`src/sv/p2h_pkg.sv`:
```
// ----------------------------------------------------------------------------
// p2h_pkg: shared types and constants for the point-to-hex-cell pipeline
// fixed-point formats, stage payload structs, rounding and saturation helpers
// ----------------------------------------------------------------------------
package p2h_pkg;

    localparam int FRAC_BITS = 8;
    localparam int IN_W      = 24;
    localparam int CFG_W     = 24;
    localparam int OUT_W     = 16;
    localparam int K_W       = 20;
    localparam int MID_SHIFT = FRAC_BITS + 5;
    localparam int PREC      = 31;

    // sqrt3/3, 1/3, 2/3 in unsigned Q0.20
    localparam logic [K_W-1:0] K_SQ3_3 = 20'd605396;
    localparam logic [K_W-1:0] K_ONE_3 = 20'd349525;
    localparam logic [K_W-1:0] K_TWO_3 = 20'd699051;

    localparam int PROD_W = IN_W + K_W + 1;
    localparam int SUM_W  = PROD_W + 1;
    localparam int NQ_W   = SUM_W - MID_SHIFT;
    localparam int F_W    = NQ_W + CFG_W + 1;
    localparam int FS_W   = F_W + 1;
    localparam int RND_W  = FS_W + 1 - PREC;
    localparam int E_W    = PREC;
    localparam int CELL_W = RND_W + 1;

    localparam logic [CFG_W-1:0] INV_RESET = CFG_W'(2048);
    localparam logic [PREC-1:0]  HALF      = {1'b1, {(PREC-1){1'b0}}};

    localparam logic signed [CELL_W-1:0] CELL_MAX = CELL_W'(32767);
    localparam logic signed [CELL_W-1:0] CELL_MIN = CELL_W'(-32768);
    localparam logic signed [OUT_W-1:0]  OUT_MAX  = OUT_W'(32767);
    localparam logic signed [OUT_W-1:0]  OUT_MIN  = OUT_W'(-32768);

    typedef struct packed {
        logic signed [PROD_W-1:0] pq_x;
        logic signed [PROD_W-1:0] pq_y;
        logic signed [PROD_W-1:0] pr_y;
    } t_prod;

    typedef struct packed {
        logic signed [NQ_W-1:0] nq;
        logic signed [NQ_W-1:0] nr;
    } t_mid;

    typedef struct packed {
        logic signed [F_W-1:0] fq;
        logic signed [F_W-1:0] fr;
    } t_frac;

    typedef struct packed {
        logic signed [FS_W-1:0] fq;
        logic signed [FS_W-1:0] fr;
        logic signed [FS_W-1:0] fs;
    } t_cube;

    typedef struct packed {
        logic signed [RND_W-1:0] rnd;
        logic [E_W-1:0]          err;
    } t_rnd;

    typedef struct packed {
        t_rnd q;
        t_rnd r;
        t_rnd s;
    } t_rcube;

    typedef struct packed {
        logic signed [OUT_W-1:0] val;
        logic                    clip;
    } t_sat;

    // floor(f + 1/2) and the exact distance between f and that integer
    function automatic t_rnd round_half_up(input logic signed [FS_W-1:0] f);
        logic signed [FS_W:0] t;
        logic [PREC-1:0]      m;
        t_rnd                 res;
        t = $signed({f[FS_W-1], f}) + $signed({{(FS_W+1-PREC){1'b0}}, HALF});
        m = t[PREC-1:0];
        res.rnd = t[FS_W:PREC];
        res.err = (m >= HALF) ? (m - HALF) : (HALF - m);
        return res;
    endfunction

    function automatic t_sat saturate(input logic signed [CELL_W-1:0] v);
        t_sat res;
        if (v > CELL_MAX) begin
            res.val  = OUT_MAX;
            res.clip = 1'b1;
        end else if (v < CELL_MIN) begin
            res.val  = OUT_MIN;
            res.clip = 1'b1;
        end else begin
            res.val  = v[OUT_W-1:0];
            res.clip = 1'b0;
        end
        return res;
    endfunction

endpackage

```
`src/sv/p2h_front.sv`:
```
// ----------------------------------------------------------------------------
// p2h_front: point to unscaled fractional axial coordinates
// constant multiplies, then sum and floor to 15 fraction bits (two stages)
// ----------------------------------------------------------------------------
module p2h_front (
    input  logic                             i_clk,
    input  logic                             i_rst_n,
    input  logic                             i_valid,
    output logic                             o_ready,
    input  logic signed [p2h_pkg::IN_W-1:0]  i_x,
    input  logic signed [p2h_pkg::IN_W-1:0]  i_y,
    output logic                             o_valid,
    input  logic                             i_ready,
    output p2h_pkg::t_mid                    o_mid
);

    logic           r_v1;
    logic           r_v2;
    logic           w_rdy1;
    logic           w_rdy2;
    p2h_pkg::t_prod r_prod;
    p2h_pkg::t_prod n_prod;
    p2h_pkg::t_mid  r_mid;
    p2h_pkg::t_mid  n_mid;
    logic signed [p2h_pkg::SUM_W-1:0] w_sq;
    logic signed [p2h_pkg::SUM_W-1:0] w_sr;

    assign w_rdy2  = ~r_v2 | i_ready;
    assign w_rdy1  = ~r_v1 | w_rdy2;
    assign o_ready = w_rdy1;
    assign o_valid = r_v2;
    assign o_mid   = r_mid;

    always_comb begin
        n_prod.pq_x = p2h_pkg::PROD_W'(i_x * $signed({1'b0, p2h_pkg::K_SQ3_3}));
        n_prod.pq_y = p2h_pkg::PROD_W'(i_y * $signed({1'b0, p2h_pkg::K_ONE_3}));
        n_prod.pr_y = p2h_pkg::PROD_W'(i_y * $signed({1'b0, p2h_pkg::K_TWO_3}));
    end

    // taking the upper bits is the floor shift
    always_comb begin
        w_sq = p2h_pkg::SUM_W'(r_prod.pq_x) - p2h_pkg::SUM_W'(r_prod.pq_y);
        w_sr = p2h_pkg::SUM_W'(r_prod.pr_y);
        n_mid.nq = w_sq[p2h_pkg::SUM_W-1:p2h_pkg::MID_SHIFT];
        n_mid.nr = w_sr[p2h_pkg::SUM_W-1:p2h_pkg::MID_SHIFT];
    end

    always_ff @(posedge i_clk) begin
        if (!i_rst_n) begin
            r_v1 <= 1'b0;
            r_v2 <= 1'b0;
        end else begin
            if (w_rdy1) begin
                r_v1 <= i_valid;
            end
            if (w_rdy2) begin
                r_v2 <= r_v1;
            end
        end
    end

    always_ff @(posedge i_clk) begin
        if (i_valid && w_rdy1) begin
            r_prod <= n_prod;
        end
        if (r_v1 && w_rdy2) begin
            r_mid <= n_mid;
        end
    end

endmodule

```
`config.mk`:
```
export PLATFORM = sky130hd
export DESIGN_NAME = p2h_front
export DESIGN_NICKNAME = d
export VERILOG_FILES = /design/src/sv/p2h_pkg.sv /design/src/sv/p2h_front.sv
export SDC_FILE = /design/constraint.sdc
export NUM_CORES = 2
export LEC_CHECK = 0
export ABC_CLOCK_PERIOD_IN_PS = 14600
export BUFFER_PORTS_ARGS = -buffer_cell sky130_fd_sc_hd__buf_2
export CAP_MARGIN = 0
export CORE_MARGIN = 10
export CORE_UTILIZATION = 45
export DETAILED_ROUTE_END_ITERATION = 10
export GPL_TIMING_DRIVEN = 0
export SETUP_SLACK_MARGIN = 0.5
export SLEW_MARGIN = 15
export SYNTH_ARGS = -nofsm -noshare
export SYNTH_HDL_FRONTEND = slang
export SYNTH_SLANG_ARGS = --single-unit
```
`constraint.sdc`:
```
create_clock -name i_clk -period 14.6 [get_ports i_clk]
set_clock_uncertainty 0.15 [all_clocks]
set_input_delay 2.19 -clock i_clk [delete_from_list [all_inputs] [get_ports i_clk]]
set_output_delay 2.19 -clock i_clk [all_outputs]
set_load 0.005 [all_outputs]
```
Word level (Yosys, flattened, before mapping). Index checks and enable logic that the tools add are counted.

Register bits after elaboration: 199. Input port bits: 52. Output and inout port bits: 68.

Add/sub/neg operators: 1. Multipliers: 3. Bitwise logic cells: 4. Reduce and logical (&&, ||, !) cells: 2.

Operators by type and width (number): 45-bit by 44-bit subtractor with 46-bit output (1); 24-bit by 21-bit multiplier with 45-bit output (second input constant) (1); 24-bit by 20-bit multiplier with 44-bit output (second input constant) (1); 24-bit by 19-bit multiplier with 43-bit output (second input constant) (1); 1-bit logical AND (2); 1-bit inverter (2); 1-bit bitwise OR (2).

Depth between registers and ports, before layout.
Depth after elaboration: 4. Depth in mapped cells: 25.

Worst setup path after synthesis. OpenSTA, ideal clock, no wires.

Kind: input -> register. Start: input i_y[23] (netlist bit). End: register, netlist name r_prod[88]. Library setup time: 0.266 ns. Arrival time: 8.110 ns. Setup slack: 6.073 ns. Cell stages on the path: 19. Path through: inv_1 > fa_1 > inv_1 > fa_1 > fa_1 > fa_1 > fa_1 > inv_1 > fa_1 > inv_1 > ha_1 > clkbuf_1 > nand2_1 > nor2b_1 > nor3b_1 > nor3b_1 > and3_1 > a21oi_1 > xnor2_1.

RTL lines: start: declaration (RTL line p2h_front.sv:11) `input logic signed [p2h_pkg::IN_W-1:0] i_y,`.

==> results.toml <==
[status]
outcome = "finished clean"

[global_routing]
grt.met3_usage = 0.0258
grt_antenna_before_repair = 0
grt_pass1_wl_um = 115000
grt_util_all_layers = 0.186
number_of_global_route_vias_before_repair = 21700
groute.layer.met2.usage = 0.317
globalRouteOverflowTotal = 0
globalRouteMet1Util = 0.249
grt-busiest-layer = "met2"
grt_max_degree = 63

[timing]
maxClockFrequency_mhz = 112
timing.final.crit_period_ps = 8920
timing.final.max_slew_violations = 0
min_period_over_period = 0.611
fin_hold_ws_ps = 253
finalHoldViolations = 0
finalSetupViolCount = 0
tns_ps = 0
tightest_slew_ps = 834
grt_setup_unrepaired = "no"
slew_headroom = 0.430

[logic_synthesis]
synth_async_sr_flop_share = 0
synth.ff_latch_count = 186
synth-edff-count = 184
synthCells = 2960
synth-warning-count = 0
ys_seq_area_frac = 0.186
netlist_area_before_placement_sq_um = 30000
synth_cell_types = 74
synth_area_per_cell_sq_um = 10.1
post_synth_main_area_contributors = "fa_1 (30%), ha_1 (20%), edfxtp_1 (18%), inv_1 (11%), xnor2_1 (3.4%)"
mappedNetlistNets = 3947
yosys.area.top_type_share = 0.305
synth_top_flop_cell = "edfxtp_1"
synth_area_leader_cell = "fa_1"

[critical_path]
ff2ff_setup_slack_ps = 10630
endpoint_kind = "flip-flop"
cp_slowest_cell = "nor4_1"
path_cells = "buf_2 > ha_1 > fa_1 > xor2_1 > fa_1 > fa_1 > fa_1 > fa_1 > inv_1 > fa_1 > inv_1 > ha_1 > clkbuf_1 > nand2_1 > nor4_1 > a21o_1 > a21oi_1 > o21bai_1 > a21oi_1 > xnor2_1"
reg2regPathDepth = 10
cp_data_required_time_ps = 14620
critPathKind = "in2reg"
crit_path_start_kind = "input pin"
rr_endpoint = "o_mid[58]"
cp_slowest_stage_delay_ps = 730
cp.arrival_ps = 8940
worst_path_most_repeated_cell = "fa_1"
r2r_start = "r_prod[93]"
critical_path_peak_fanout = 29

[cts]
cts_repair_resize_count = 0
h-tree-depth = 4
cts.hold.buffers_added = 0
numClockSinks = 186
max-clock-path-buffers = 2
cts_setup_buffers = 0
worst_setup_hold_path_clk_slew_ps = 90
cts-root-buf = "clkbuf_16"
clock_insertion_delay_worst_skew_ps = 460
tritoncts = "built"
cts_buffers = 17

[die]
start_util = 0.455
floorplan.die_area_sq_um = 77300
die_y_um = 278
coreArea_sq_um = 65900
floorplan.die.width_um = 278
rows = 94
floorplan.io_pins = 120

[placed_design]
port_buffers = 119
placed_cells = 3948
place_area_sq_um = 31800
detailed_place_hpwl_um = 61100
gpl.final_weighted_congestion = 0.918

[detailed_routing]
drt_first_pass_iters = 5
detail_route.wl_per_cell_um = 17.7
routed_wirelength_um = 70400
route.vias.total = 20200
avgViaCountPerCell = 5.06
detail_route.drc_violations = 0
drt_iter0_markers = 933
drt.antenna.violating_nets = 0

[cells_and_area]
finished_layout_cell_area_sq_um = 32300
layout.cells.most_common = "inv_1"
final_layout_size_suffix_gt1_frac = 0.0571
final_cell_mix = "inv_1 (878), ha_1 (479), fa_1 (456)"
final_cells = 3981
area_growth_pct = 7.89
finalNetCount = 4090

[worst_hold_path]
min-delay-start = "n_mid[1]"
min_path_cells = 0
min_to = "o_mid[1]"
worst_hold_path_type = "reg2reg"

[run]
drv_cap = 0
==> metal layers <==
metal,wire length (um),share of wire
met5,0,0
met1,31900,0.45
met3,2700,0.038
met4,1570,0.022
met2,34200,0.49
==> how the worst max path moves through the flow <==
stage	from	endpoint	slack (ps)	cells past startpoint
3_3_place_gp	i_y[23]	r_prod[88]	4470	20
2_1_floorplan	i_y[23]	r_prod[88]	6070	19
6_report	i_y[23]	r_prod[88]	5680	20
5_1_grt	i_y[23]	r_prod[88]	5250	21
4_1_cts	i_y[23]	r_prod[88]	5600	20
3_5_place_dp	i_y[23]	r_prod[88]	5120	20
==> stage by stage <==
stage | utilization | setup slack [ps]
6_report | 0.491 | 5680
2_1_floorplan | - | 6070
4_1_cts | 0.491 | 5600
3_5_place_dp | 0.483 | 5120
5_1_grt | 0.491 | 5250
3_3_place_gp | 0.481 | 4470
==> layout make-up <==
cell class | instances | area (sq um)
Fill cell | 6096 | 33500
Multi-Input combinational cell | 1857 | 21000
Sequential cell | 186 | 5570
Inverter | 880 | 3300
Tap cell | 864 | 1080
Timing Repair Buffer | 124 | 711
Clock buffer | 18 | 429
Buffer | 37 | 144
Clock inverter | 14 | 133
Antenna cell | 1 | 2.50
==> sequential cells by signal, summed over array words and instances (netlist names) <==
name,cells
n_mid,32
o_mid,65
o_valid,1
r_prod,87
r_v1,1
==> cells in the mapped netlist, types with 3 or more instances <==
| cell type | number |
|---|---|
| a21o_1 | 66 |
| clkbuf_1 | 32 |
| fa_1 | 456 |
| nand4_1 | 15 |
| a221oi_1 | 3 |
| nor2_1 | 74 |
| nor3_1 | 15 |
| ha_1 | 479 |
| and2_1 | 8 |
| nor3b_1 | 4 |
| o21a_1 | 18 |
| inv_1 | 879 |
| a211oi_1 | 11 |
| a311oi_1 | 3 |
| xor2_1 | 52 |
| nor2b_1 | 24 |
| or3_1 | 5 |
| a41oi_1 | 3 |
| buf_1 | 3 |
| edfxtp_1 | 184 |
| a2111oi_0 | 3 |
| xnor2_1 | 115 |
| and3_1 | 16 |
| o21ai_1 | 5 |
| a2111oi_2 | 4 |
| nand2_1 | 100 |
| o211ai_1 | 6 |
| and4_1 | 4 |
| a31oi_1 | 16 |
| or2_2 | 4 |
| nand3_1 | 27 |
| o21bai_1 | 17 |
| o31ai_1 | 7 |
| o21ai_0 | 74 |
| mux2i_1 | 7 |
| a21oi_1 | 149 |
| a21boi_0 | 7 |
| nand2b_1 | 17 |
==> cell families (layout without fill, tap and decap cells) <==
family          Yosys count  in the layout  share of synthesized area
compound gates          427            427                     0.0918
xor+xnor                167            167                     0.0488
fa+ha+maj               936            936                      0.505
buf+inv                 917           1073                      0.115
flops                   186            186                      0.186
mux                       7              7                    0.00234
other cells               0              1                          0
simple gates            320            320                     0.0516
==> worst max-delay path, delay by kind of cell <==
kind                       cells  cell delay [ps]
buffers and inverters          4              990
AOI/OAI and AO/OA              4              560
xor gates and xnor gates       2              370
adders and majority gates      8             3780
and+or+nand+nor                2             1010
Power is left out: the tool's default activity adds up to more than one toggle a clock period on the data nets, which glitch-free logic cannot reach.
