`config.mk`:
```
export PLATFORM = sky130hd
export DESIGN_NAME = p2h_round
export DESIGN_NICKNAME = d
export VERILOG_FILES = /design/src/sv/p2h_pkg.sv /design/src/sv/p2h_round.sv
export SDC_FILE = /design/constraint.sdc
export NUM_CORES = 1
export LEC_CHECK = 0
export ABC_CLOCK_PERIOD_IN_PS = 7000
export CORE_ASPECT_RATIO = 0.5
export CORE_MARGIN = 5
export CORE_UTILIZATION = 54
export DETAILED_ROUTE_END_ITERATION = 8
export DONT_BUFFER_PORTS = 1
export PLACE_DENSITY = 0.8
export SYNTH_ARGS = -nofsm -noshare
export SYNTH_HDL_FRONTEND = slang
export SYNTH_SLANG_ARGS = --single-unit
```
`constraint.sdc`:
```
create_clock -name i_clk -period 7 [get_ports i_clk]
set_clock_uncertainty 0.2 [all_clocks]
set_input_delay 0.7 -clock i_clk [delete_from_list [all_inputs] [get_ports i_clk]]
set_output_delay 0.7 -clock i_clk [all_outputs]
set_load 0.05 [all_outputs]
```
`src/sv/p2h_pkg.sv`:
```
// ----------------------------------------------------------------------------
// p2h_pkg: shared types and constants for the point-to-hex-cell pipeline
// fixed-point formats, stage payload structs, rounding and saturation helpers
// ----------------------------------------------------------------------------
package p2h_pkg;

    localparam int FRAC_BITS = 8;
    localparam int IN_W      = 24;
    localparam int CFG_W     = 24;
    localparam int OUT_W     = 16;
    localparam int K_W       = 20;
    localparam int MID_SHIFT = FRAC_BITS + 5;
    localparam int PREC      = 31;

    // sqrt3/3, 1/3, 2/3 in unsigned Q0.20
    localparam logic [K_W-1:0] K_SQ3_3 = 20'd605396;
    localparam logic [K_W-1:0] K_ONE_3 = 20'd349525;
    localparam logic [K_W-1:0] K_TWO_3 = 20'd699051;

    localparam int PROD_W = IN_W + K_W + 1;
    localparam int SUM_W  = PROD_W + 1;
    localparam int NQ_W   = SUM_W - MID_SHIFT;
    localparam int F_W    = NQ_W + CFG_W + 1;
    localparam int FS_W   = F_W + 1;
    localparam int RND_W  = FS_W + 1 - PREC;
    localparam int E_W    = PREC;
    localparam int CELL_W = RND_W + 1;

    localparam logic [CFG_W-1:0] INV_RESET = CFG_W'(2048);
    localparam logic [PREC-1:0]  HALF      = {1'b1, {(PREC-1){1'b0}}};

    localparam logic signed [CELL_W-1:0] CELL_MAX = CELL_W'(32767);
    localparam logic signed [CELL_W-1:0] CELL_MIN = CELL_W'(-32768);
    localparam logic signed [OUT_W-1:0]  OUT_MAX  = OUT_W'(32767);
    localparam logic signed [OUT_W-1:0]  OUT_MIN  = OUT_W'(-32768);

    typedef struct packed {
        logic signed [PROD_W-1:0] pq_x;
        logic signed [PROD_W-1:0] pq_y;
        logic signed [PROD_W-1:0] pr_y;
    } t_prod;

    typedef struct packed {
        logic signed [NQ_W-1:0] nq;
        logic signed [NQ_W-1:0] nr;
    } t_mid;

    typedef struct packed {
        logic signed [F_W-1:0] fq;
        logic signed [F_W-1:0] fr;
    } t_frac;

    typedef struct packed {
        logic signed [FS_W-1:0] fq;
        logic signed [FS_W-1:0] fr;
        logic signed [FS_W-1:0] fs;
    } t_cube;

    typedef struct packed {
        logic signed [RND_W-1:0] rnd;
        logic [E_W-1:0]          err;
    } t_rnd;

    typedef struct packed {
        t_rnd q;
        t_rnd r;
        t_rnd s;
    } t_rcube;

    typedef struct packed {
        logic signed [OUT_W-1:0] val;
        logic                    clip;
    } t_sat;

    // floor(f + 1/2) and the exact distance between f and that integer
    function automatic t_rnd round_half_up(input logic signed [FS_W-1:0] f);
        logic signed [FS_W:0] t;
        logic [PREC-1:0]      m;
        t_rnd                 res;
        t = $signed({f[FS_W-1], f}) + $signed({{(FS_W+1-PREC){1'b0}}, HALF});
        m = t[PREC-1:0];
        res.rnd = t[FS_W:PREC];
        res.err = (m >= HALF) ? (m - HALF) : (HALF - m);
        return res;
    endfunction

    function automatic t_sat saturate(input logic signed [CELL_W-1:0] v);
        t_sat res;
        if (v > CELL_MAX) begin
            res.val  = OUT_MAX;
            res.clip = 1'b1;
        end else if (v < CELL_MIN) begin
            res.val  = OUT_MIN;
            res.clip = 1'b1;
        end else begin
            res.val  = v[OUT_W-1:0];
            res.clip = 1'b0;
        end
        return res;
    endfunction

endpackage

```
`src/sv/p2h_round.sv`:
```
// ----------------------------------------------------------------------------
// p2h_round: cube rounding, rebuild of the worst axis and saturation
// rounds and errors in one stage, select and clamp into the output register
// ----------------------------------------------------------------------------
module p2h_round (
    input  logic                             i_clk,
    input  logic                             i_rst_n,
    input  logic                             i_valid,
    output logic                             o_ready,
    input  p2h_pkg::t_cube                   i_cube,
    output logic                             o_valid,
    input  logic                             i_ready,
    output logic signed [p2h_pkg::OUT_W-1:0] o_q,
    output logic signed [p2h_pkg::OUT_W-1:0] o_r,
    output logic                             o_clip
);

    logic             r_v5;
    logic             r_v6;
    logic             w_rdy5;
    logic             w_rdy6;
    p2h_pkg::t_rcube  r_rc;
    p2h_pkg::t_rcube  n_rc;
    logic signed [p2h_pkg::CELL_W-1:0] w_cq;
    logic signed [p2h_pkg::CELL_W-1:0] w_cr;
    p2h_pkg::t_sat    w_sq;
    p2h_pkg::t_sat    w_sr;
    logic signed [p2h_pkg::OUT_W-1:0] r_q;
    logic signed [p2h_pkg::OUT_W-1:0] r_r;
    logic             r_clip;

    assign w_rdy6  = ~r_v6 | i_ready;
    assign w_rdy5  = ~r_v5 | w_rdy6;
    assign o_ready = w_rdy5;
    assign o_valid = r_v6;
    assign o_q     = r_q;
    assign o_r     = r_r;
    assign o_clip  = r_clip;

    always_comb begin
        n_rc.q = p2h_pkg::round_half_up(i_cube.fq);
        n_rc.r = p2h_pkg::round_half_up(i_cube.fr);
        n_rc.s = p2h_pkg::round_half_up(i_cube.fs);
    end

    // strict compares: on ties q is kept first, then r
    always_comb begin
        w_cq = p2h_pkg::CELL_W'(r_rc.q.rnd);
        w_cr = p2h_pkg::CELL_W'(r_rc.r.rnd);
        if (r_rc.q.err > r_rc.r.err && r_rc.q.err > r_rc.s.err) begin
            w_cq = -p2h_pkg::CELL_W'(r_rc.r.rnd) - p2h_pkg::CELL_W'(r_rc.s.rnd);
        end else if (r_rc.r.err > r_rc.s.err) begin
            w_cr = -p2h_pkg::CELL_W'(r_rc.q.rnd) - p2h_pkg::CELL_W'(r_rc.s.rnd);
        end
        w_sq = p2h_pkg::saturate(w_cq);
        w_sr = p2h_pkg::saturate(w_cr);
    end

    always_ff @(posedge i_clk) begin
        if (!i_rst_n) begin
            r_v5 <= 1'b0;
            r_v6 <= 1'b0;
        end else begin
            if (w_rdy5) begin
                r_v5 <= i_valid;
            end
            if (w_rdy6) begin
                r_v6 <= r_v5;
            end
        end
    end

    always_ff @(posedge i_clk) begin
        if (i_valid && w_rdy5) begin
            r_rc <= n_rc;
        end
        if (r_v5 && w_rdy6) begin
            r_q    <= w_sq.val;
            r_r    <= w_sr.val;
            r_clip <= w_sq.clip | w_sr.clip;
        end
    end

endmodule

```
# After elaboration in Yosys (flattened, before gate mapping)
# Cells that the tools add are included.
classes:
  add_sub_neg: 13
  mul: 0
  div: 0
  magnitude_cmp: 10
  n_eq_ne: 0
  shifts: 0
  mux: 10
  n_bitwise: 5
  reduce_logical: 3
ops:
  columns: ["operator", "n"]
  rows:
  - ["$add A59 B32 Y60 const B", 3]
  - ["$ge A31 B31 Y1 const B", 3]
  - ["$gt A31 B31 Y1", 3]
  - ["$mux W31", 3]
  - ["$sub A31 B31 Y31 const A", 3]
  - ["$sub A31 B31 Y31 const B", 3]
  - ["$mux W30", 3]
  - ["$gt A30 B16 Y1 const B", 2]
  - ["$lt A30 B16 Y1 const B", 2]
  - ["$neg A29 Y30", 2]
  - ["$sub A30 B29 Y30", 2]
  - ["$mux W17", 2]
  - ["$logic_and A1 B1 Y1", 3]
  - ["$or A1 B1 Y1", 3]
  - ["$mux W1", 2]
  - ["$not A1 Y1", 2]
totals:
  ff_bits: 215
  latchBits: 0
  ramBits: 0
  rom_bits: 0
  input_bits: 181
  out_inout_bits: 35
  word_cells: 52
  memories: 0

# Depth between registers and ports, before layout
# Gate-level depths: netlist (run 1).
depth:
  ltp_word: 8
  depth_mapped: 15
  mapped_depth_nobuf: 14

# Worst setup path before layout (run 1)
# Ideal clock, no wire load.
synth_timing:
  path_kind: "input port to flip-flop"
  from: "input i_ready"
  to: "register r_rc[0] (netlist name) (enable)"
  setup_time_ns: 0.561
  arrival_ns: 5.312
  required_time_ns: 6.239
  path_slack_ns: 0.927
  cell_stages: 3
  n_path_buf: 0
  cell_sequence: "nor2b_1 -> nand2_1 -> and2_1"
synth_between:
  elab_chain_len: 3
synth_lines:
  columns: ["element", "line", "text"]
  rows:
  - ["start: declaration", "p2h_round.sv:12", "input logic i_ready,"]
  - ["$or A1 B1 Y1", "p2h_round.sv:32", "assign w_rdy6 = ~r_v6 | i_ready;"]
  - ["$or A1 B1 Y1", "p2h_round.sv:33", "assign w_rdy5 = ~r_v5 | w_rdy6;"]
  - ["net o_ready", "p2h_round.sv:9", "output logic o_ready,"]
  - ["$logic_and A1 B1 Y1", "p2h_round.sv:74", "if (i_valid && w_rdy5) begin"]
  - ["end signal: assignment", "p2h_round.sv:75", "r_rc <= n_rc;"]
  - ["end: declaration", "p2h_round.sv:22", "p2h_pkg::t_rcube r_rc;"]
# The timed path passes the listed nets, and every way through them passes these cells.
# A chain may end at the register's enable or synchronous reset.

# Worst setup path in the final report (run 1)
layout_timing:
  from: "register r_rc[166] (netlist name)"
  to: "register r_clip (netlist: o_clip) (data pin)"
layout_between:
  elab_chain_len: 8
  word_cells_on_any_way: 14
  classes_between: "add/sub: 2; order compare: 4; mux: 7; bitwise: 1"
layout_lines:
  columns: ["element", "line", "text"]
  rows:
  - ["$neg A29 Y30", "p2h_round.sv:53", "w_cr = -p2h_pkg::CELL_W'(r_rc.q.rnd) - p2h_pkg::CELL_W'(r_rc.s.rnd);"]
  - ["$sub A30 B29 Y30", "p2h_round.sv:53", null]
  - ["$mux W30", "p2h_round.sv:52", "end else if (r_rc.r.err > r_rc.s.err) begin"]
  - ["$mux W30", "p2h_round.sv:50", "if (r_rc.q.err > r_rc.r.err && r_rc.q.err > r_rc.s.err) begin"]
  - ["$lt A30 B16 Y1", "p2h_pkg.sv:92", "end else if (v < CELL_MIN) begin"]
  - ["$mux W17", "p2h_pkg.sv:92", null]
  - ["$mux W1", "p2h_pkg.sv:89", "if (v > CELL_MAX) begin"]
  - ["$or A1 B1 Y1 (*)", "p2h_round.sv:80", "r_clip <= w_sq.clip | w_sr.clip;"]
  - ["end signal: assignment", "p2h_round.sv:80", null]
  - ["end: declaration", "p2h_round.sv:30", "logic r_clip;"]
# Mark *: on every way between the ends. The rest lies on a longest branch, timed or not.

==> results of run 1 <==
-- power by group through the flow --
stage | Clock (mW) | Combinational, mW | Sequential [mW]
finish | 1.19 | 0.967 | 1.66
global route | 1.27 | 1.08 | 1.66
CTS | 1.21 | 0.952 | 1.66
detailed placement | 0 | 0.943 | 1.68
global placement | 0 | 0.921 | 1.68
floorplan | 0 | 0.740 | 1.66
-- flip-flops by register name, summed over array words and instances, names as in the netlist --
| name | count |
|---|---|
| o_clip | 1 |
| o_q | 16 |
| r_v5 | 1 |
| o_r | 16 |
| r_rc | 180 |
| o_valid | 1 |
-- final timing paths --
check,to,slack (ns),depth (start not counted)
setup / recovery,o_clip$_DFFE_PP_,1.91,13
hold / removal,r_rc[60]$_DFFE_PP_,0.06,0
hold reg to reg,o_valid$_SDFFE_PN0P_,0.36,1
setup reg to reg,o_clip$_DFFE_PP_,1.91,13
-- layer usage --
metal | up-vias | wire length [um] | GRT usage, %
met5 | - | 0 | 0
met4 | 0 | 1690 | 8.38
met3 | 91 | 4010 | 6.48
met2 | 501 | 19900 | 38.6
met1 | 6303 | 19400 | 33.6
li1 | 6428 | - | -
-- per-stage QoR --
step           area, um^2  setup slack, ns  utilization [%]  cells  hold slack [ns]
2_1_floorplan       16900            0.927                -   1738            0.277
3_3_place_gp        17400             2.08             56.8   2135            0.315
3_5_place_dp        17400             1.99             56.8   2135            0.338
4_1_cts             18100             1.99             59.1   2175           0.0318
5_1_grt             18100             1.67             59.1   2175           0.0304
6_report            18100             1.91             59.1   2175           0.0558
-- worst max-delay path, stage by stage, from the launching register on --
cell and delay (ns):
edfxtp_1 0.42, inv_1 0.11, ha_1 0.28, ha_1 0.40, a21oi_1 0.18, o21ai_1 0.12, a221oi_1 0.45, o21ai_0 0.25
o41a_1 0.45, a31oi_1 0.21, xor2_1 0.24, a31oi_1 0.13, o31ai_2 0.92, or4b_1 0.49
-- Yosys cell counts (19+ instances only) --
master | instances | area [um^2]
a21o_1 | 28 | 210
nor3_1 | 26 | 130
edfxtp_1 | 213 | 6400
a21oi_1 | 113 | 566
nor2_1 | 85 | 319
o21ai_0 | 84 | 420
nand2_1 | 131 | 492
xor2_1 | 30 | 263
and3_1 | 19 | 119
nand3_1 | 65 | 325
ha_1 | 213 | 2670
clkbuf_1 | 29 | 109
nand4_1 | 50 | 313
inv_1 | 172 | 646
xnor2_1 | 177 | 1550
o31ai_1 | 33 | 248
-- layout make-up --
| type | instances | area, um^2 |
|---|---|---|
| flip-flops and latches | 215 | 6440 |
| fillers | 2596 | 12500 |
| clock inverters | 15 | 143 |
| inverters | 172 | 646 |
| well taps | 423 | 529 |
| clock buffers | 25 | 562 |
| repair buffers | 6 | 45.0 |
| multi-input cells | 1319 | 9740 |
-- cells by family after synthesis --
kind of cell	Yosys count
AO/OA/AOI/OAI	389
XOR/XNOR	207
adder cells (fa/ha/maj)	215
buffers and inverters	204
flip-flops	215
multiplexers	14
AND/OR/NAND/NOR	494
==> impl_metrics.py, run 1 <==
metrics = {
    "run_status": {
        "status": "finished clean",
    },
    "synthesis": {
        "netlist_area_mm2": 0.0169,
        "async_flop_share_pct": 0,
        "synth_xor_area_share_pct": 10.7,
        "synth_cell_types": 78,
        "ys_seq_area_share_pct": 38.0,
        "synth_mux_area_share_pct": 0.828,
        "synthAdderAreaFrac_pct": 16.0,
        "synth_cells": 1738,
        "synth_edf_count": 213,
        "synthSimpleGateAreaFrac_pct": 15.1,
        "synth_top_family_by_area": "adder cells",
        "synth_flop_cell": "edfxtp_1",
        "ys_ff_latch": 215,
        "synth_nets": 2134,
        "synth-compound-area-share_pct": 14.8,
        "postSynthAreaPerCell_um2": 9.74,
        "ys_warn_count": 0,
    },
    "cells_and_area": {
        "layout.cells.most_common_list": "213 x ha_1, 213 x edfxtp_1, 177 x xnor2_1, 172 x inv_1, 131 x nand2_1",
        "drive_above_1_share_pct": 3.37,
        "antenna_cells": 0,
        "finish.net_count": 2132,
        "area_delta_synth_final_pct": 6.94,
    },
    "pwr": {
        "combinationalPowerShare_pct": 25.3,
        "pwr-share-seq_pct": 43.5,
        "ir_drop_mv": 0.149,
        "power_per_cell_area_mw_per_mm2": 211,
        "leakagePower_nw": 7.36,
        "switching_share_pct": 31.9,
        "p_int_mw": 2.60,
        "power_frac_clock_pct": 31.2,
        "switching_power_mw": 1.22,
        "finalPower_mw": 3.81,
    },
    "sta": {
        "rsz0062_at_grt": "no",
        "fin_crit_sh_pct": 72.7,
        "maxSlewViolCount": 0,
        "worst_pin_slew_ns": 1.19,
        "final.setup.tns_ns": 0,
        "relSlewSlack_pct": 20.7,
        "setup_viol": 0,
        "fmaxAchievable_mhz": 196,
        "final.min_clock_period_ns": 5.09,
        "timing_hold_violations_final": 0,
    },
    "critical_path": {
        "r2r_start": "r_rc[166]$_DFFE_PP_",
        "cp-start-kind": "flip-flop",
        "path_class": "flip-flop to flip-flop",
        "worstPathArrival_ns": 5.17,
        "critPathLaunch": "r_rc[166]$_DFFE_PP_",
        "worstPathRequired_ns": 7.08,
        "critPathMaxFanout": 16,
        "critPathCaptureType": "flip-flop",
    },
    "clock_network": {
        "cts_tree": "built",
        "cts_resized": 0,
        "root_buffer": "clkbuf_16",
        "cts_setup_buffers": 0,
        "clkLatencyLatePin_ns": 0.54,
        "cts_inserted_buffers": 22,
        "clockBufferDepth": 3,
        "cts_hold_buffers": 0,
        "clock_sink_count": 215,
        "cts_max_level": 1,
        "clk_pin_slew_ns": 0.07,
    },
    "floorplan": {
        "rows": 45,
        "die_y_um": 135,
        "coreArea_mm2": 0.0306,
        "initial_core_util_pct": 55.3,
        "io_pins": 216,
        "dieWidth_um": 260,
        "floorplan.die_area_mm2": 0.0352,
    },
    "detailed_routing": {
        "drc": 0,
        "wirelength_um": 44900,
        "post_drt_wl_per_cell_um": 20.7,
        "dr.pass1.iters": 6,
        "drt-initial-drc-count": 989,
        "vias": 13300,
        "postRouteAntennaNets": 0,
        "drt-vias-per-instance": 6.13,
    },
    "placement": {
        "dpl.hpwl_um": 36300,
        "gp_congestion": 0.979,
        "portBuffers": 0,
    },
    "grt": {
        "grt_overflow": 0,
        "grt_pass1_wl_um": 68900,
        "antenna_found_initial": 0,
        "grt_pass1_vias": 12700,
        "grt_max_degree": 76,
        "track_usage_pct": 24.7,
    },
    "min_path": {
        "hold_start": "i_cube[59]",
        "worstHoldPathType": "primary input to flip-flop",
    },
    "job": {
        "cap_violations": 0,
    },
}
Note: power is estimated with default switching activity, not from simulation.
==> run 2: changes to the inputs <==
ABC_CLOCK_PERIOD_IN_PS = 4610   (was 7000)
PLACE_DENSITY = 0.83   (was 0.8)
clock period = 4.61 ns   (was 7 ns; I/O delays follow)
==> run 2 against run 1 <==
Compared with the run above:
- the flow now finishes with violations (setup timing)
- sequential power grew 52%
- first-iteration DRC count grew 48%
- global-route usage grew 3.6 points
- sequential cell count is the same
- core utilization grew 6.8 points
- sequential share of layout area shrank 3.7 points
- clock power grew 49%
- fmax grew 9.1%
- die area is the same
- non-clock buffer count grew 204
- combinational power grew 78%
- via count grew 11%
- critical endpoint unchanged
==> impl_metrics.py, run 2 (synthesis gave the netlist of run 1 again) <==
metrics = {
    "sta": {
        "fmaxAchievable_mhz": 214,
        "setup_viol": 1,
        "timing_hold_violations_final": 0,
        "worst_pin_slew_ns": 1.06,
        "rsz0062_at_grt": "yes",
        "maxSlewViolCount": 0,
        "timing.final.ws_setup_ns": -0.0566,
        "final.min_clock_period_ns": 4.67,
        "relSlewSlack_pct": 28.5,
        "final.setup.tns_ns": -0.0566,
        "fin_crit_sh_pct": 101,
    },
    "cells_and_area": {
        "fillerInstances": 2247,
        "antenna_cells": 0,
        "largest_reg_flops": 180,
        "layout.cells.most_common_list": "213 x edfxtp_1, 212 x ha_1, 177 x xnor2_1, 175 x dlygate4sd3_1, 172 x inv_1",
        "drive_above_1_share_pct": 5.63,
        "top_register": "r_rc",
        "finalCoreUtilization_pct": 65.9,
        "area_delta_synth_final_pct": 19.2,
        "finish.net_count": 2335,
        "final_area_mm2": 0.0202,
        "final_common_cell": "edfxtp_1",
    },
    "floorplan": {
        "io_pins": 216,
        "dieWidth_um": 260,
        "initial_core_util_pct": 55.3,
        "coreArea_mm2": 0.0306,
        "floorplan.die_area_mm2": 0.0352,
        "die_y_um": 135,
        "rows": 45,
    },
    "grt": {
        "grt_pass1_wl_um": 79600,
        "grt_max_degree": 68,
        "antenna_found_initial": 2,
        "grt_pass1_vias": 14700,
        "track_usage_pct": 28.2,
        "grt_overflow": 0,
    },
    "critical_path": {
        "crit_top_cell": "ha_1",
        "path_class": "flip-flop to flip-flop",
        "max_stage_delay_ns": 0.54,
        "path_buf_inv": 1,
        "critPathMaxFanout": 4,
        "crit_family": "simple AND/OR/NAND/NOR gates",
        "worstPathArrival_ns": 4.72,
        "critPathCaptureType": "flip-flop",
        "slowest_stage": "or4_1",
        "worstPathRequired_ns": 4.67,
        "cp-start-kind": "flip-flop",
        "cp_cell_sequence": "inv_1, ha_1, ha_1, and2_1, a221oi_2, a21oi_1, or2_1, a311oi_2, nand3_1, or4_1, a221o_1, o41a_1, or4b_1",
    },
    "detailed_routing": {
        "drc": 0,
        "post_drt_wl_per_cell_um": 21.6,
        "vias": 14800,
        "drt-vias-per-instance": 6.23,
        "wirelength_um": 51300,
        "drt-initial-drc-count": 1461,
        "dr.pass1.iters": 6,
        "postRouteAntennaNets": 0,
    },
    "clock_network": {
        "clkLatencyLatePin_ns": 0.53,
        "cts_max_level": 1,
        "root_buffer": "clkbuf_16",
        "clk_pin_slew_ns": 0.07,
        "clock_sink_count": 215,
        "cts_tree": "built",
        "clockBufferDepth": 3,
        "cts_inserted_buffers": 21,
    },
    "run_status": {
        "failed_checks": "setup timing",
        "status": "finished with violations",
    },
    "pwr": {
        "power_per_cell_area_mw_per_mm2": 298,
        "leakagePower_nw": 8.25,
        "finalPower_mw": 6.00,
        "ir_drop_mv": 0.225,
    },
    "placement": {
        "pre_cts_slack_ns": -0.0338,
        "portBuffers": 0,
        "gp_congestion": 0.982,
        "dpl.hpwl_um": 36500,
        "dpl_cell_area_mm2": 0.0176,
    },
    "job": {
        "cap_violations": 0,
    },
    "min_path": {
        "worstHoldPathType": "primary input to flip-flop",
    },
}
run 2: cell types whose count changed in the layout (fill, tap and decap cells not counted), sizes merged:
cell         before  now
dlygate4sd3       0  175
buf               6   35
clkinv            9    7
clkbuf           25   26
inv             174  173
run 2: area by class of cell:
cell class | instances | area, um^2 | area share, %
Multi-Input combinational cell | 1319 | 9840 | 48.8
Clock buffer | 26 | 564 | 2.80
Clock inverter | 12 | 120 | 0.595
Tap cell | 423 | 529 | 2.62
Inverter | 172 | 646 | 3.20
Timing Repair Buffer | 210 | 2040 | 10.1
Sequential cell | 215 | 6440 | 31.9
run 2: worst reg2reg max path: stages, from the launching register on:
cell and delay (ns):
edfxtp_1 0.41, inv_1 0.09, ha_1 0.23, ha_1 0.36
and2_1 0.19, a221oi_2 0.32, a21oi_1 0.13, or2_1 0.29
a311oi_2 0.36, nand3_1 0.11, or4_1 0.54, a221o_1 0.34
o41a_1 0.34, or4b_1 0.51
run 2: layer usage:
metal	wire length (um)	track usage [%]	up-vias
li1	-	-	6851
met1	20300	36.9	6957
met2	24000	47.4	835
met3	5150	6.22	159
met4	1830	8.76	4
met5	27	0	-
run 2: what timing repair did:
action | in CTS | in global routing
endpoints found under the hold margin | 168 | 0
setup endpoints to repair | 1 | 31
setup buffers | 1 | 2
hold buffers | 175 | 0
gates resized for setup | 4 | 20
pin swaps | 2 | 7
run 2: report_power, final:
part | internal [mW] | leakage, nW | switching [mW] | total (mW)
logic | 0.748 | 5.83 | 0.970 | 1.72
clock network | 0.988 | 0.333 | 0.780 | 1.77
registers | 2.34 | 2.08 | 0.176 | 2.52
run 2: worst paths after layout:
path	from	endpoint	slack, ns	cells past startpoint
max	r_rc[97]$_DFFE_PP_	o_clip$_DFFE_PP_	-0.06	13
min	i_cube[166]	r_rc[169]$_DFFE_PP_	0.02	2
max reg2reg	r_rc[97]$_DFFE_PP_	o_clip$_DFFE_PP_	-0.06	13
min reg2reg	r_v5$_SDFFE_PN0N_	o_valid$_SDFFE_PN0P_	0.40	1
run 2: metrics by stage:
stage          instances  hold slack [ns]
6_report            2377           0.0150
5_1_grt             2377         0.000298
4_1_cts             2375         0.000227
3_5_place_dp        2161            0.312
3_3_place_gp        2161            0.309
2_1_floorplan       1738            0.277
